### src/hw/rtl/stts_pkg.sv
// shared constants and types for the sorted table ternary search block
package stts_pkg;

	localparam int TABLE_DEPTH = 1024;
	localparam int IDX_W       = $clog2(TABLE_DEPTH);
	localparam int CNT_W       = IDX_W + 1;
	localparam int WORD_W      = 32;

	// floor(x/3) = (x * RECIP_3) >> RECIP_SH, exact for x below TABLE_DEPTH
	localparam int RECIP_SH    = IDX_W + 1;
	localparam int RECIP_3     = ((1 << RECIP_SH) + 2) / 3;
	localparam int PROD_W      = IDX_W + RECIP_SH;

	localparam logic OP_WRITE  = 1'b0;
	localparam logic OP_SEARCH = 1'b1;

	localparam int  PADDR_W         = 3;
	localparam logic REG_ENTRY_COUNT = 1'b0;

	// probe positions for one round over [left, hi-1]
	typedef struct packed {
		logic             empty;
		logic [IDX_W-1:0] mid1;
		logic [IDX_W-1:0] mid2;
	} probe_t;

endpackage

### src/hw/rtl/stts_probe.sv
// computes the two ternary probe positions of the current search range
module stts_probe
	import stts_pkg::*;
(
	input  logic [CNT_W-1:0] left,
	input  logic [CNT_W-1:0] hi,
	output probe_t           probe
);

	logic [CNT_W-1:0]  span;
	logic [IDX_W-1:0]  diff;
	logic [PROD_W-1:0] prod;
	logic [IDX_W-1:0]  third;
	logic [CNT_W-1:0]  m1_wide;
	logic [CNT_W-1:0]  m2_wide;

	always_comb begin
		// right - left, with right = hi - 1
		span    = hi - left - CNT_W'(1);
		diff    = span[IDX_W-1:0];
		prod    = PROD_W'(diff) * PROD_W'(RECIP_3);
		third   = IDX_W'(prod >> RECIP_SH);
		m1_wide = left + CNT_W'(third);
		m2_wide = span + left - CNT_W'(third);
		probe.empty = (left >= hi);
		probe.mid1  = m1_wide[IDX_W-1:0];
		probe.mid2  = m2_wide[IDX_W-1:0];
	end

endmodule

### config.mk
export PLATFORM = sky130hd
export DESIGN_NAME = stts_probe
export DESIGN_NICKNAME = d
export VERILOG_FILES = /design/src/hw/rtl/stts_pkg.sv /design/src/hw/rtl/stts_probe.sv
export SDC_FILE = /design/constraint.sdc
export NUM_CORES = 1
export LEC_CHECK = 0
export BUFFER_PORTS_ARGS = -buffer_cell sky130_fd_sc_hd__clkbuf_2
export CORE_AREA = 5 5 73 141
export DETAILED_ROUTE_END_ITERATION = 7
export DIE_AREA = 0 0 78 146
export GPL_TIMING_DRIVEN = 0
export REMOVE_ABC_BUFFERS = 1
export SLEW_MARGIN = 20
export SYNTH_ARGS = -nofsm -noshare
export SYNTH_HDL_FRONTEND = slang
export SYNTH_SLANG_ARGS = --single-unit
### constraint.sdc
create_clock -name vclk -period 12.11
set_input_delay 2.422 -clock vclk [all_inputs]
set_output_delay 2.422 -clock vclk [all_outputs]
set_load 0.05 [all_outputs]
# Yosys cells after proc, flatten, opt, wreduce, memory -nomap -nowiden
# Cells that the tools add are included.
# W data, S select, Z words.
[op_classes] n_mux=0 n_reduce_logical=0 eq_ne=0 order_cmp=1 div_mod_pow=0 bitwise=0 mul=1 addsub=5 shift=0
[ops] operator="$mul A10 B10 Y20 const B" count=1
[ops] operator="$ge A11 B11 Y1" count=1
[ops] operator="$add A10 B10 Y10" count=1
[ops] operator="$add A10 B9 Y10" count=1
[ops] operator="$sub A10 B1 Y10 const B" count=1
[ops] operator="$sub A10 B10 Y10" count=1
[ops] operator="$sub A10 B9 Y10" count=1
[totals] output_inout_bits=21 n_memories=0 mem_bits_rw=0 mem_bits_ro=0 ff_bits=0 inputBits=22 latchBits=0 word_cells=7

# Logic depth before layout (Yosys ltp)
[depth] depth_word=4 depth_mapped=34 mapped_depth_nobuf=34

# Worst setup path after synthesis
# OpenSTA, ideal clock, no wires.
[synth_path] path_kind="input to output" from="input port left[2]" to="output port probe[9] (netlist name)" path_slack_ns=-0.323 cell_stages=27 required_time_ns=9.688 arrival_ns=10.011 path_buffers=0 path_cell_list="inv_1 -> ha_1 -> nor2b_1 -> o31a_1 -> a311o_1 -> a21oi_4 -> xor2_4 -> xnor2_1 -> ha_1 -> fa_1 -> inv_1 -> fa_1 -> fa_1 -> inv_1 -> ha_1 -> a2111oi_1 -> a311oi_1 -> o21ai_0 -> a22oi_1 -> xor2_1 -> inv_1 -> fa_1 -> ha_1 -> or3_1 -> o211a_1 -> o311ai_0 -> xor2_1"
[synth_rtl] element="from (decl)" line_no="stts_probe.sv:5" rtl="input logic [CNT_W-1:0] left,"
[synth_rtl] element="to (decl)" line_no="stts_probe.sv:7" rtl="output probe_t probe"

==> out/qor.csv <==
stage,metric,value,unit
status,status,"finished, violations left",
status,violations,setup timing,
final_layout,drive_above_1_share,28.8,%
worst_setup_path,start_kind,input pin,
synth,yosysTopAreaCell,ha_1,
sta,finalMaxSlewViolations,0,
synth,syn_area,0.00352,mm2
worst_setup_path,crit_cells,33,
floorplanning,fp.dieH,146,um
worst_setup_path,crit_top_cell,fa_1,
final_layout,finish.net_count,637,
floorplanning,core_area,0.00901,mm2
route,drt-pass1-iter-count,4,
worst_setup_path,cp_max_fo,4,
final_layout,fillerInstances,847,
floorplanning,rows,49,
final_layout,area_growth,31.0,%
floorplanning,ioPinCount,43,
sta,max_slew_margin,54.2,%
synth,syn_inst,415,
place,dp_hpwl,8060,um
global_route,overflow,0,
synth,synth.top_cell.area_share,35.2,%
worst_setup_path,crit_path_start,left[0],
global_route,grt_max_degree,10,
worst_setup_path,path_buf_inv,9,
sta,hold_violations,0,
final_layout,seqCellArea,0,um2
job,cap_violations,0,
worst_setup_path,critical_path.top_delay_family,adder cells,
synth,synth_warnings,0,
place,gp_congestion,0.892,
place,port-buffer-count,43,
final_layout,flops_and_latches,0,
sta,rsz0062_at_grt,true,
worst_setup_path,worstSetupPathType,input pin to output pin,
global_route,antenna_found_initial,0,
worst_setup_path,cp-end-kind,output pin,
route,via_count,3103,
floorplanning,dieArea,0.0114,mm2
worst_setup_path,worst_path_largest_cell_delay,0.56,ns
sta,setup_ws,-0.0944,ns
floorplanning,die_width,78,um
synth,syn_avg_cell_area,8.48,um2
synth,synth_area_leaders,"ha_1, fa_1, inv_1",
sta,fin_crit_sh,101,%
route,wl_per_cell,16.4,um
worst_setup_path,slowest_stage,fa_1,
worst_setup_path,worstPathRequired,9.69,ns
route,drt-total-wl,9550,um
global_route,grt_use_total,16.5,%
global_route,grt_pass1_vias,3463,
synth,synth_common_cells,"ha_1, inv_1, fa_1, xnor2_1, a21oi_1",
synth,synth_most_common_cell,ha_1,
synth,ys_seq_area_share,0,%
synth,ys_types,44,
final_layout,final_core_util,51.2,%
floorplanning,start_util,39.1,%
worst_setup_path,cp-endpoint,probe[9],
worst_setup_path,crit_arrival,9.78,ns
route,postRouteAntennaNets,0,
route,viasPerCell,5.31,
global_route,grt_pass1_wl,15500,um
hold_path,hold_class,input pin to output pin,
hold_path,hold-path-cell-count,3,
sta,max_freq,81.9,MHz
final_layout,clock_buffers,0,
sta,tightest_slew,0.680,ns
clock_network,ctsHoldBuffers,0,
route,drcViolationCount,0,
sta,post-route-min-period,12.20,ns
final_layout,n_antenna_cell,0,
sta,setup_viol,1,
route,initialDrtViolationCount,81,
==> worst min-delay path by stage <==
stage / slack, ns / endpoint / startpoint
final: 5.25 / probe[19] / left[9]
after CTS: 5.29 / probe[19] / left[9]
after global routing: 5.27 / probe[19] / left[9]
after global placement: 5.27 / probe[19] / left[9]
after detailed placement: 5.29 / probe[19] / left[9]
after floorplan: 5.15 / probe[19] / left[9]
==> worst min-delay path, delay by kind of cell <==
family	cells	cell delay, ns
buffers and inverters	2	0.31
XOR/XNOR	1	0.08
==> per-stage QoR <==
step	instance area (um2)	TNS (ns)	hold slack, ns	cells	setup WS [ns]
2_1_floorplan	3510	-0.367	5.15	413	-0.323
3_3_place_gp	3860	-6.85	5.27	558	-1.10
3_5_place_dp	3860	-8.11	5.29	558	-1.17
4_1_cts	4310	0	5.29	575	0.00778
5_1_grt	4610	-0.705	5.27	584	-0.338
6_report	4610	-0.0944	5.25	584	-0.0944
==> cells in the final DEF (no fill, tap or decap), types with 6 or more instances in the layout <==
cell type	synthesis	final
o21ai_0	20	14
xnor2_1	26	21
buf_4	0	30
nor2b_1	7	6
xor2_1	16	13
inv_1	87	78
fa_1	32	29
nor2_1	18	14
a21oi_1	22	16
nand2_1	15	15
clkbuf_2	0	32
a21o_1	6	6
inv_2	1	8
ha_1	99	85
ha_4	0	12
==> layout make-up <==
cell class | count | area (um2) | share of cell area, %
Multi-Input combinational cell | 325 | 3690 | 79.9
Inverter | 88 | 335 | 7.27
Timing Repair Buffer | 69 | 462 | 10.0
Tap cell | 102 | 128 | 2.77
==> cells by family (layout without fill, tap and decap cells) <==
logic type	Yosys count	count (layout)	share of synthesized area, %
and+or+nand+nor	63	63	8.78
xor gates and xnor gates	44	44	11.7
AOI/OAI and AO/OA	87	87	16.6
adders and majority gates	131	131	53.4
buffers and inverters	90	157	9.59
==> what timing repair did <==
item | CTS | global route
gates resized for setup | 58 | 59
gates cloned | 0 | 0
pin swaps | 28 | 35
setup endpoints to repair | 15 | 8
buffers inserted | 17 | 10
==> metal layers <==
| layer | global-route usage, % | up-vias | part of all wire [%] |
|---|---|---|---|
| met3 | 0.743 | 24 | 1.9 |
| li1 | - | 1529 | - |
| met4 | 8.29 | 0 | 5.7 |
| met5 | 0 | - | 0 |
| met1 | 15.2 | 1493 | 33 |
| met2 | 34.3 | 57 | 59 |
Power is left out: the tool's default activity adds up to more than one toggle a clock period on the data nets, which glitch-free logic cannot reach.
